===== src/pars_pkg.sv =====
// shared types and constants for the power and reflash sequencer
// no dependencies
`timescale 1ns / 1ps
`default_nettype none

package pars_pkg;

  localparam int unsigned ANIM_IDX_W = 4;
  localparam int unsigned ANIM_BRI_W = 6;
  localparam int unsigned BL_W       = 8;
  localparam int unsigned FIELD_T_W  = 16;

  typedef logic [ANIM_IDX_W-1:0] anim_idx_t;
  typedef logic [ANIM_BRI_W-1:0] anim_bri_t;
  typedef logic [BL_W-1:0]       bl_t;
  typedef logic [FIELD_T_W-1:0]  field_time_t;

  // reflash and bootloader timing in ms
  localparam logic [31:0] DTR_LOW_MIN   = 32'd80;
  localparam logic [31:0] DTR_LOW_MAX   = 32'd1600;
  localparam logic [31:0] REFLASH_BOOT  = 32'd100;
  localparam logic [31:0] REFLASH_EN    = 32'd200;
  localparam logic [31:0] REFLASH_DONE  = 32'd300;
  localparam logic [31:0] BOOT_DISABLE  = 32'd5000;
  localparam logic [31:0] BOOT_CLOSE    = 32'd5100;
  localparam logic [31:0] ANIM_PERIOD   = 32'd100;

  localparam bl_t BL_RESET = 8'd255;

  function automatic anim_bri_t anim_lookup(input anim_idx_t idx);
    anim_bri_t bri;
    unique case (idx)
      4'd0, 4'd10:  bri = 6'd1;
      4'd1, 4'd9,
      4'd11:        bri = 6'd2;
      4'd2, 4'd8,
      4'd12:        bri = 6'd4;
      4'd3, 4'd7,
      4'd13:        bri = 6'd8;
      4'd4, 4'd6,
      4'd14:        bri = 6'd16;
      4'd5, 4'd15:  bri = 6'd32;
      default:      bri = 6'd1;
    endcase
    return bri;
  endfunction

endpackage

`default_nettype wire


===== src/power_and_reflash_sequencer.sv =====
// power and reflash sequencer top level: input register, tick logic, result register
// depends on pars_pkg
`timescale 1ns / 1ps
`default_nettype none

// Usage
//   one item per millisecond tick arrives on the in_ channel (valid/ready) with the
//   time, switch edges, modem line levels, host activity, last transmit time and
//   charger status. each item gives exactly one result on the out_ channel with the
//   drive levels, LED reinit pulse, charge animation step and bootloader flag.
//   cfg_ carries the backlight brightness; it is always ready and should only be
//   written while no item is in flight.
// Flow and throughput
//   an item is registered at acceptance, evaluated against the block state once the
//   result register is free or being taken, then lands there; out_valid rises as
//   that register is loaded.
//   one item per cycle while out_ready is high; the update is a single short stage.
// Reset
//   rst_n low clears all power, reflash and animation state, sets the brightness
//   register to 255 and empties both pipeline registers.
// Stalls
//   when out_ready is low the result holds; one more item may wait in the input
//   register, after which in_ready drops until the result is taken.
module power_and_reflash_sequencer #(
  parameter int unsigned ANIM_STEPS = 10,
  parameter int unsigned TIME_BITS  = 16
) (
  input  wire logic                       clk,
  input  wire logic                       rst_n,
  input  wire logic                       cfg_valid,
  output logic                            cfg_ready,
  input  wire logic [7:0]                 cfg_backlight_brightness,
  input  wire logic                       in_valid,
  output logic                            in_ready,
  input  wire logic [15:0]                in_now_ms,
  input  wire logic                       in_switch_rise,
  input  wire logic                       in_switch_fall,
  input  wire logic                       in_uart_updated,
  input  wire logic                       in_dtr,
  input  wire logic                       in_rts,
  input  wire logic                       in_host_active,
  input  wire logic [15:0]                in_last_tx_ms,
  input  wire logic                       in_battery_charging,
  output logic                            out_valid,
  input  wire logic                       out_ready,
  output logic                            out_powered_on,
  output logic                            out_charge_high_current,
  output logic                            out_module_enable,
  output logic                            out_boot_select_active,
  output logic [7:0]                      out_backlight_level,
  output logic                            out_led_reinit,
  output logic                            out_anim_update,
  output logic                            out_anim_charged,
  output logic [5:0]                      out_anim_brightness,
  output logic                            out_in_bootloader
);

  typedef logic [TIME_BITS-1:0] tm_t;

  localparam int unsigned ANIM_IDX_W_P1 = pars_pkg::ANIM_IDX_W + 1;
  localparam logic [ANIM_IDX_W_P1-1:0] ANIM_WRAP = ANIM_IDX_W_P1'(ANIM_STEPS);

  // input register
  logic                   s1_valid_r;
  pars_pkg::field_time_t  s1_now_r, s1_last_tx_r;
  logic                   s1_rise_r, s1_fall_r, s1_uart_r, s1_dtr_r, s1_rts_r;
  logic                   s1_host_r, s1_charging_r;

  // block state
  pars_pkg::bl_t     bright_r;
  logic              physical_on_r, virtual_on_r, flags_changed_r, power_state_r;
  logic              bootloader_r;
  tm_t               dtr_low_start_r, reflash_start_r, anim_last_r;
  pars_pkg::anim_idx_t anim_index_r;
  logic              drv_enable_r, drv_boot_r, drv_high_r;
  pars_pkg::bl_t     drv_bl_r;

  logic              out_valid_r;
  logic              advance;

  // next state
  logic              physical_on_nxt, virtual_on_nxt, flags_changed_nxt, power_state_nxt;
  logic              bootloader_nxt;
  tm_t               dtr_low_start_nxt, reflash_start_nxt, anim_last_nxt;
  pars_pkg::anim_idx_t anim_index_nxt;
  logic              drv_enable_nxt, drv_boot_nxt, drv_high_nxt;
  pars_pkg::bl_t     drv_bl_nxt;
  logic              reinit_nxt, anim_upd_nxt, anim_chg_nxt;
  pars_pkg::anim_bri_t anim_bri_nxt;

  tm_t               now_t, last_tx_t, d_dtr, d_reflash, d_tx, d_anim;
  logic [ANIM_IDX_W_P1-1:0] anim_step;

  assign advance   = s1_valid_r && (!out_valid_r || out_ready);
  assign in_ready  = !s1_valid_r || advance;
  assign cfg_ready = 1'b1;
  assign out_valid = out_valid_r;

  // time fields cut or widened to the internal time width
  assign now_t     = TIME_BITS'({{(TIME_BITS > 16 ? TIME_BITS - 16 : 1){1'b0}}, s1_now_r});
  assign last_tx_t = TIME_BITS'({{(TIME_BITS > 16 ? TIME_BITS - 16 : 1){1'b0}}, s1_last_tx_r});

  always_comb begin
    physical_on_nxt   = physical_on_r;
    virtual_on_nxt    = virtual_on_r;
    flags_changed_nxt = flags_changed_r;
    power_state_nxt   = power_state_r;
    bootloader_nxt    = bootloader_r;
    dtr_low_start_nxt = dtr_low_start_r;
    reflash_start_nxt = reflash_start_r;
    anim_last_nxt     = anim_last_r;
    anim_index_nxt    = anim_index_r;
    drv_enable_nxt    = drv_enable_r;
    drv_boot_nxt      = drv_boot_r;
    drv_high_nxt      = drv_high_r;
    drv_bl_nxt        = drv_bl_r;
    reinit_nxt        = 1'b0;
    anim_upd_nxt      = 1'b0;
    anim_chg_nxt      = 1'b0;
    anim_bri_nxt      = '0;
    anim_step         = '0;

    if (s1_rise_r) begin
      physical_on_nxt   = 1'b1;
      flags_changed_nxt = 1'b1;
    end
    if (s1_fall_r) begin
      physical_on_nxt   = 1'b0;
      flags_changed_nxt = 1'b1;
    end
    if (!virtual_on_nxt && s1_host_r) begin
      virtual_on_nxt    = 1'b1;
      flags_changed_nxt = 1'b1;
    end

    if (flags_changed_nxt) begin
      flags_changed_nxt = 1'b0;
      if (physical_on_nxt || virtual_on_nxt) begin
        power_state_nxt = 1'b1;
        drv_high_nxt    = 1'b0;
      end else begin
        power_state_nxt = 1'b0;
        drv_high_nxt    = 1'b1;
        anim_last_nxt   = now_t;
        anim_index_nxt  = '0;
      end
      reinit_nxt = 1'b1;
    end

    // dtr low pulse followed by rts starts a reflash
    d_dtr = now_t - dtr_low_start_r;
    if (s1_uart_r) begin
      if (!s1_dtr_r) begin
        dtr_low_start_nxt = now_t;
      end else begin
        if (s1_rts_r && dtr_low_start_r != '0 &&
            32'(d_dtr) > pars_pkg::DTR_LOW_MIN && 32'(d_dtr) < pars_pkg::DTR_LOW_MAX) begin
          virtual_on_nxt    = 1'b1;
          flags_changed_nxt = 1'b1;
          reflash_start_nxt = now_t;
          drv_enable_nxt    = 1'b0;
          drv_bl_nxt        = '0;
        end
        dtr_low_start_nxt = '0;
      end
    end

    d_reflash = now_t - reflash_start_nxt;
    d_tx      = now_t - last_tx_t;
    if (reflash_start_nxt != '0) begin
      priority if (32'(d_reflash) > pars_pkg::REFLASH_DONE) begin
        drv_boot_nxt      = 1'b0;
        reflash_start_nxt = '0;
      end else if (32'(d_reflash) > pars_pkg::REFLASH_EN) begin
        drv_enable_nxt = 1'b1;
        drv_bl_nxt     = bright_r;
      end else if (32'(d_reflash) > pars_pkg::REFLASH_BOOT) begin
        drv_boot_nxt   = 1'b1;
        bootloader_nxt = 1'b1;
      end else begin
        // lines hold until the boot step
      end
    end else if (bootloader_nxt) begin
      priority if (32'(d_tx) > pars_pkg::BOOT_CLOSE) begin
        bootloader_nxt = 1'b0;
      end else if (32'(d_tx) > pars_pkg::BOOT_DISABLE) begin
        drv_enable_nxt = 1'b0;
        drv_bl_nxt     = '0;
      end else begin
        // lines hold inside the window
      end
    end else if (power_state_nxt) begin
      drv_enable_nxt = 1'b1;
      drv_bl_nxt     = bright_r;
    end else begin
      drv_enable_nxt = 1'b0;
      drv_bl_nxt     = '0;
    end

    // charge animation while powered off
    d_anim = now_t - anim_last_nxt;
    if (!power_state_nxt && 32'(d_anim) >= pars_pkg::ANIM_PERIOD) begin
      anim_upd_nxt = 1'b1;
      anim_chg_nxt = !s1_charging_r;
      anim_bri_nxt = pars_pkg::anim_lookup(anim_index_nxt);
      anim_step    = {1'b0, anim_index_nxt} + ANIM_IDX_W_P1'(1);
      if (anim_step >= ANIM_WRAP) begin
        anim_index_nxt = '0;
      end else begin
        anim_index_nxt = anim_step[pars_pkg::ANIM_IDX_W-1:0];
      end
      anim_last_nxt = now_t;
    end
  end

  always_ff @(posedge clk) begin
    if (in_valid && in_ready) begin
      s1_now_r      <= in_now_ms;
      s1_rise_r     <= in_switch_rise;
      s1_fall_r     <= in_switch_fall;
      s1_uart_r     <= in_uart_updated;
      s1_dtr_r      <= in_dtr;
      s1_rts_r      <= in_rts;
      s1_host_r     <= in_host_active;
      s1_last_tx_r  <= in_last_tx_ms;
      s1_charging_r <= in_battery_charging;
    end
    if (advance) begin
      out_powered_on          <= power_state_nxt;
      out_charge_high_current <= drv_high_nxt;
      out_module_enable       <= drv_enable_nxt;
      out_boot_select_active  <= drv_boot_nxt;
      out_backlight_level     <= drv_bl_nxt;
      out_led_reinit          <= reinit_nxt;
      out_anim_update         <= anim_upd_nxt;
      out_anim_charged        <= anim_chg_nxt;
      out_anim_brightness     <= anim_bri_nxt;
      out_in_bootloader       <= bootloader_nxt;
    end
  end

  always_ff @(posedge clk) begin
    if (!rst_n) begin
      s1_valid_r      <= 1'b0;
      out_valid_r     <= 1'b0;
      bright_r        <= pars_pkg::BL_RESET;
      physical_on_r   <= 1'b0;
      virtual_on_r    <= 1'b0;
      flags_changed_r <= 1'b0;
      power_state_r   <= 1'b0;
      bootloader_r    <= 1'b0;
      dtr_low_start_r <= '0;
      reflash_start_r <= '0;
      anim_last_r     <= '0;
      anim_index_r    <= '0;
      drv_enable_r    <= 1'b0;
      drv_boot_r      <= 1'b0;
      drv_high_r      <= 1'b0;
      drv_bl_r        <= '0;
    end else begin
      if (in_ready) begin
        s1_valid_r <= in_valid;
      end
      if (advance) begin
        out_valid_r <= 1'b1;
      end else if (out_ready) begin
        out_valid_r <= 1'b0;
      end
      if (cfg_valid) begin
        bright_r <= cfg_backlight_brightness;
      end
      if (advance) begin
        physical_on_r   <= physical_on_nxt;
        virtual_on_r    <= virtual_on_nxt;
        flags_changed_r <= flags_changed_nxt;
        power_state_r   <= power_state_nxt;
        bootloader_r    <= bootloader_nxt;
        dtr_low_start_r <= dtr_low_start_nxt;
        reflash_start_r <= reflash_start_nxt;
        anim_last_r     <= anim_last_nxt;
        anim_index_r    <= anim_index_nxt;
        drv_enable_r    <= drv_enable_nxt;
        drv_boot_r      <= drv_boot_nxt;
        drv_high_r      <= drv_high_nxt;
        drv_bl_r        <= drv_bl_nxt;
      end
    end
  end

  // input side only stalls when both registers are full and the output is blocked
  a_stall_cause: assert property (@(posedge clk) disable iff (!rst_n)
    !in_ready |-> (s1_valid_r && out_valid_r && !out_ready))
    else $error("in_ready low without a blocked result");

  // no animation while powered
  a_anim_off: assert property (@(posedge clk) disable iff (!rst_n)
    (out_valid_r && out_powered_on) |-> !out_anim_update)
    else $error("animation step issued while powered on");

  // an idle animation slot carries no pattern
  a_anim_quiet: assert property (@(posedge clk) disable iff (!rst_n)
    (out_valid_r && !out_anim_update) |-> (out_anim_brightness == '0 && !out_anim_charged))
    else $error("animation fields set without an update");

  // powered on always selects the low charge current
  a_charge_sel: assert property (@(posedge clk) disable iff (!rst_n)
    (out_valid_r && out_powered_on) |-> !out_charge_high_current)
    else $error("high charge current while powered on");

  // animation index stays inside the configured range
  a_anim_range: assert property (@(posedge clk) disable iff (!rst_n)
    ANIM_IDX_W_P1'({1'b0, anim_index_r}) < ANIM_WRAP || anim_index_r == '0)
    else $error("animation index out of range");

endmodule

`default_nettype wire

===== config.mk =====
export PLATFORM = sky130hd
export DESIGN_NAME = power_and_reflash_sequencer
export DESIGN_NICKNAME = d
export VERILOG_FILES = /design/src/pars_pkg.sv /design/src/power_and_reflash_sequencer.sv
export SDC_FILE = /design/constraint.sdc
export NUM_CORES = 1
export LEC_CHECK = 0
export ABC_CLOCK_PERIOD_IN_PS = 7300
export BUFFER_PORTS_ARGS = -buffer_cell sky130_fd_sc_hd__buf_4
export CAP_MARGIN = 40
export CORE_ASPECT_RATIO = 0.75
export CORE_MARGIN = 2
export CORE_UTILIZATION = 50
export DETAILED_ROUTE_END_ITERATION = 7
export PLACE_DENSITY = 0.65
export SYNTH_ARGS = -nofsm -noshare
export SYNTH_HDL_FRONTEND = slang
export SYNTH_SLANG_ARGS = --single-unit

===== constraint.sdc =====
create_clock -name clk -period 7.3 [get_ports clk]
set_input_delay 2.19 -clock clk [delete_from_list [all_inputs] [get_ports clk]]
set_output_delay 2.19 -clock clk [all_outputs]
set_load 0.01 [all_outputs]

==> impl_metrics.toml <==
[synth]
synth_top_area_cell = "edfxtp_1"
syn_inst = 1036
synth-warning-count = 0
synthDominantCellAreaShare_pct = 19.91
ys.flop_type = "dfxtp_1"
syn-num-nets = 1157
synth-seq-cells = 139
synth.area.top_cells = "edfxtp_1, dfxtp_1, ha_1, mux2i_1, nand2_1"
ys_async_sr_fraction_pct = 0
avgSynthCellArea_um2 = 8.880
syn_area_um2 = 9200
ys_types = 84
synth_edf_count = 61
yosysSeqAreaShare_pct = 36.88

[critical_path]
startpoint_type = "register"
r2r-end = "out_backlight_level[3]$_DFFE_PP_"
worstPathMaxFanout = 8
end_kind = "register"
ff2ff_path_depth = 24
path_class = "reg -> reg"
cp.arrival_ns = 7.02
worstReg2RegStart = "now_t[0]$_DFFE_PP_"
reg2reg_slack_ns = 0.42
worstPathRequired_ns = 7.44

[place]
place_hpwl_mm = 17.65
dp.cells = 1337
place_area_um2 = 10100
finalWeightedCongestion = 0.9080
portBuffers = 75
dp_worst_setup_slack_ns = 0.1777

[power]
vdd_drop_max_mv = 0.1377
total_power_mw = 2.237
power.share.clock_pct = 41.2
power.switching_mw = 0.6550
seqPwrFrac_pct = 38.9
power.internal_mw = 1.582
power_leakage_nw = 4.256
comb_power_share_pct = 19.9
swShare_pct = 29.28
powerDensity_nw_per_um2 = 207.3

[layout]
final_area_um2 = 10790
post-route-util_pct = 60.56
n_antenna_cell = 0
final_cell_mix = "nand2_1, buf_4, inv_1"
drive_above_1_share_pct = 14.93
layout_commonest_cell = "nand2_1"
nets = 1240
instances_no_fill = 1374
areaGrowthSynthToFinish_pct = 17.27

[floorplan]
coreArea_um2 = 17810
rows = 42
chipHeight_um = 121.5
start_util_pct = 51.64
ios = 77
die_w_um = 160.6
dieArea_um2 = 19510

[sta]
setup_viol = 0
fin_crit_ns = 6.877
maxSlewViolCount = 0
hold_viol_final = 0
post-route-period-util_pct = 94.21
rsz0062_at_grt = "false"
setup_ws_ns = 0.4226
fmax_mhz = 145.4
clock_skew_ns = 0.01028
tightest_slew_ns = 0.8410
setup_tns_ns = 0
relSlewSlack_pct = 42.49
whs_ns = 0.4590

[global_routing]
grt_use_met2_pct = 36.15
grt_pass1_wl_mm = 38.95
use_met3_pct = 5.537
grt_overflow = 0
grt_max_degree = 56
antenna_found_initial = 0
grt_pass1_vias = 7309
track_usage_pct = 25.56
use_met1_pct = 39.31
grt_busiest_layer = "met1"

[hold_path]
hp-start = "anim_last_r[12]$_SDFFE_PN0P_"
holdPathEnd = "anim_last_r[12]$_SDFFE_PN0P_"
min_path_type = "reg -> reg"
hold_path_depth = 2

[cts]
cts_root_buf = "clkbuf_16"
htreeDepth = 4
insertion_delay_ns = 0.44
clock_sink_count = 139
cts_buffer_depth = 2
clkTransAtPathRegs_ns = 0.06
cts_tree = "built"
cts_buffers = 17

[outcome]
status = "finished, final reports clean"

[routing]
dr.pass1.iters = 5
via_count = 8073
totalWireLength_mm = 24.45
drcViolationCount = 0
drt_iter0_drc = 787
routedWlPerCell_um = 17.79
final_antenna_net_count = 0
vias_per_cell = 5.876

[run]
maxCapViolCount = 0
[synth_stat cells (5+ instances only)]
| cell | count |
|---|---|
| nor3b_1 | 13 |
| nand2_1 | 116 |
| nand4_1 | 7 |
| o32ai_1 | 11 |
| a21oi_1 | 72 |
| nor2_1 | 70 |
| o21ai_0 | 56 |
| nand3_1 | 30 |
| or3_1 | 6 |
| inv_1 | 81 |
| mux2i_1 | 48 |
| a211oi_1 | 10 |
| nor3_1 | 25 |
| or2_2 | 8 |
| edfxtp_1 | 61 |
| a21o_1 | 15 |
| nor4_1 | 16 |
| and2_1 | 7 |
| clkbuf_1 | 23 |
| dfxtp_1 | 78 |
| nor2b_1 | 11 |
| buf_2 | 7 |
| buf_1 | 5 |
| a2111o_1 | 6 |
| xnor2_1 | 21 |
| a31oi_1 | 7 |
| o21a_1 | 17 |
| ha_1 | 65 |
| o211ai_1 | 19 |
| o21bai_1 | 7 |
| o22ai_1 | 13 |
| xor2_1 | 12 |
[worst max-delay path, cell delays in order, from the launching register on]
cell and delay [ns]:
edfxtp_1 0.38, inv_1 0.13, ha_1 0.23, fa_1 0.40, nor2b_1 0.21, o2111ai_1 0.20, nand4b_1 0.23, nand4_1 0.12
mux2_2 0.33, a2111o_1 0.41, nor4_4 0.34, mux2_2 0.24, ha_1 0.17, inv_1 0.06, fa_1 0.41, a211oi_2 0.29
o21ai_0 0.20, a31o_2 0.27, a21oi_1 0.17, xnor2_1 0.12, a2111o_1 0.44, or2_2 0.34, or4_4 0.56, nand2_2 0.22
o22ai_1 0.12
[kinds of logic (layout without fill, tap and decap cells)]
family	Yosys count	in the layout	synth area share, %
AO/OA/AOI/OAI	290	290	21.66
flip-flops	139	139	36.88
XOR/XNOR	33	33	3.142
multiplexers	52	52	5.712
AND/OR/NAND/NOR	331	331	17.53
buffers and inverters	121	217	5.317
adder cells (fa/ha/maj)	69	69	9.710
other	1	1	0.04076
[metal layers]
metal,up-vias,part of all wire (%)
met5,-,0
met4,0,1.0
met3,20,7.0
met2,251,41
met1,3804,51
li1,3998,-
[flip-flops by register name (all words and copies together) (netlist names), 4 cells and up]
name,flops
bright_r,8
out_anim_brightness,6
anim_index_r,4
reflash_start_r,16
anim_last_r,16
drv_bl_r,8
dtr_low_start_r,16
now_t,16
last_tx_t,16
out_backlight_level,8
[power groups by stage]
stage / clock network [mW] / logic (mW) / registers [mW]
6_report: 0.922 / 0.446 / 0.869
5_1_grt: 0.965 / 0.491 / 0.872
4_1_cts: 0.931 / 0.438 / 0.869
3_5_place_dp: 0 / 0.435 / 0.885
3_3_place_gp: 0 / 0.430 / 0.885
2_1_floorplan: 0 / 0.307 / 0.886
[how the worst max path moves through the flow]
stage | start | endpoint | slack, ns | depth (start not counted)
after floorplan | now_t[1]$_DFFE_PP_ | out_backlight_level[1]$_DFFE_PP_ | 0.86 | 23
after global placement | now_t[0]$_DFFE_PP_ | out_backlight_level[6]$_DFFE_PP_ | 0.31 | 23
after detailed placement | now_t[0]$_DFFE_PP_ | out_backlight_level[3]$_DFFE_PP_ | 0.18 | 23
after CTS | now_t[0]$_DFFE_PP_ | out_backlight_level[3]$_DFFE_PP_ | 0.15 | 23
after global routing | now_t[0]$_DFFE_PP_ | out_backlight_level[3]$_DFFE_PP_ | 0.005 | 24
final | now_t[0]$_DFFE_PP_ | out_backlight_level[3]$_DFFE_PP_ | 0.42 | 24
[area by class of cell]
class | count | area, µm²
tap | 242 | 302.8
clock inverter | 12 | 151.4
timing repair buffer | 103 | 809.5
clock buffer | 20 | 478.0
sequential | 139 | 3393
inverter | 82 | 307.8
multi-input combinational | 776 | 5346
fill | 1543 | 7025
[timing repair]
item	4_1_cts	5_1_grt
buffers inserted	0	5
endpoints found under the hold margin	0	0
gates resized for setup	0	5
endpoints found under the setup margin	0	34
hold buffers	0	0
No activity file was read; power rests on OpenSTA's default activity.
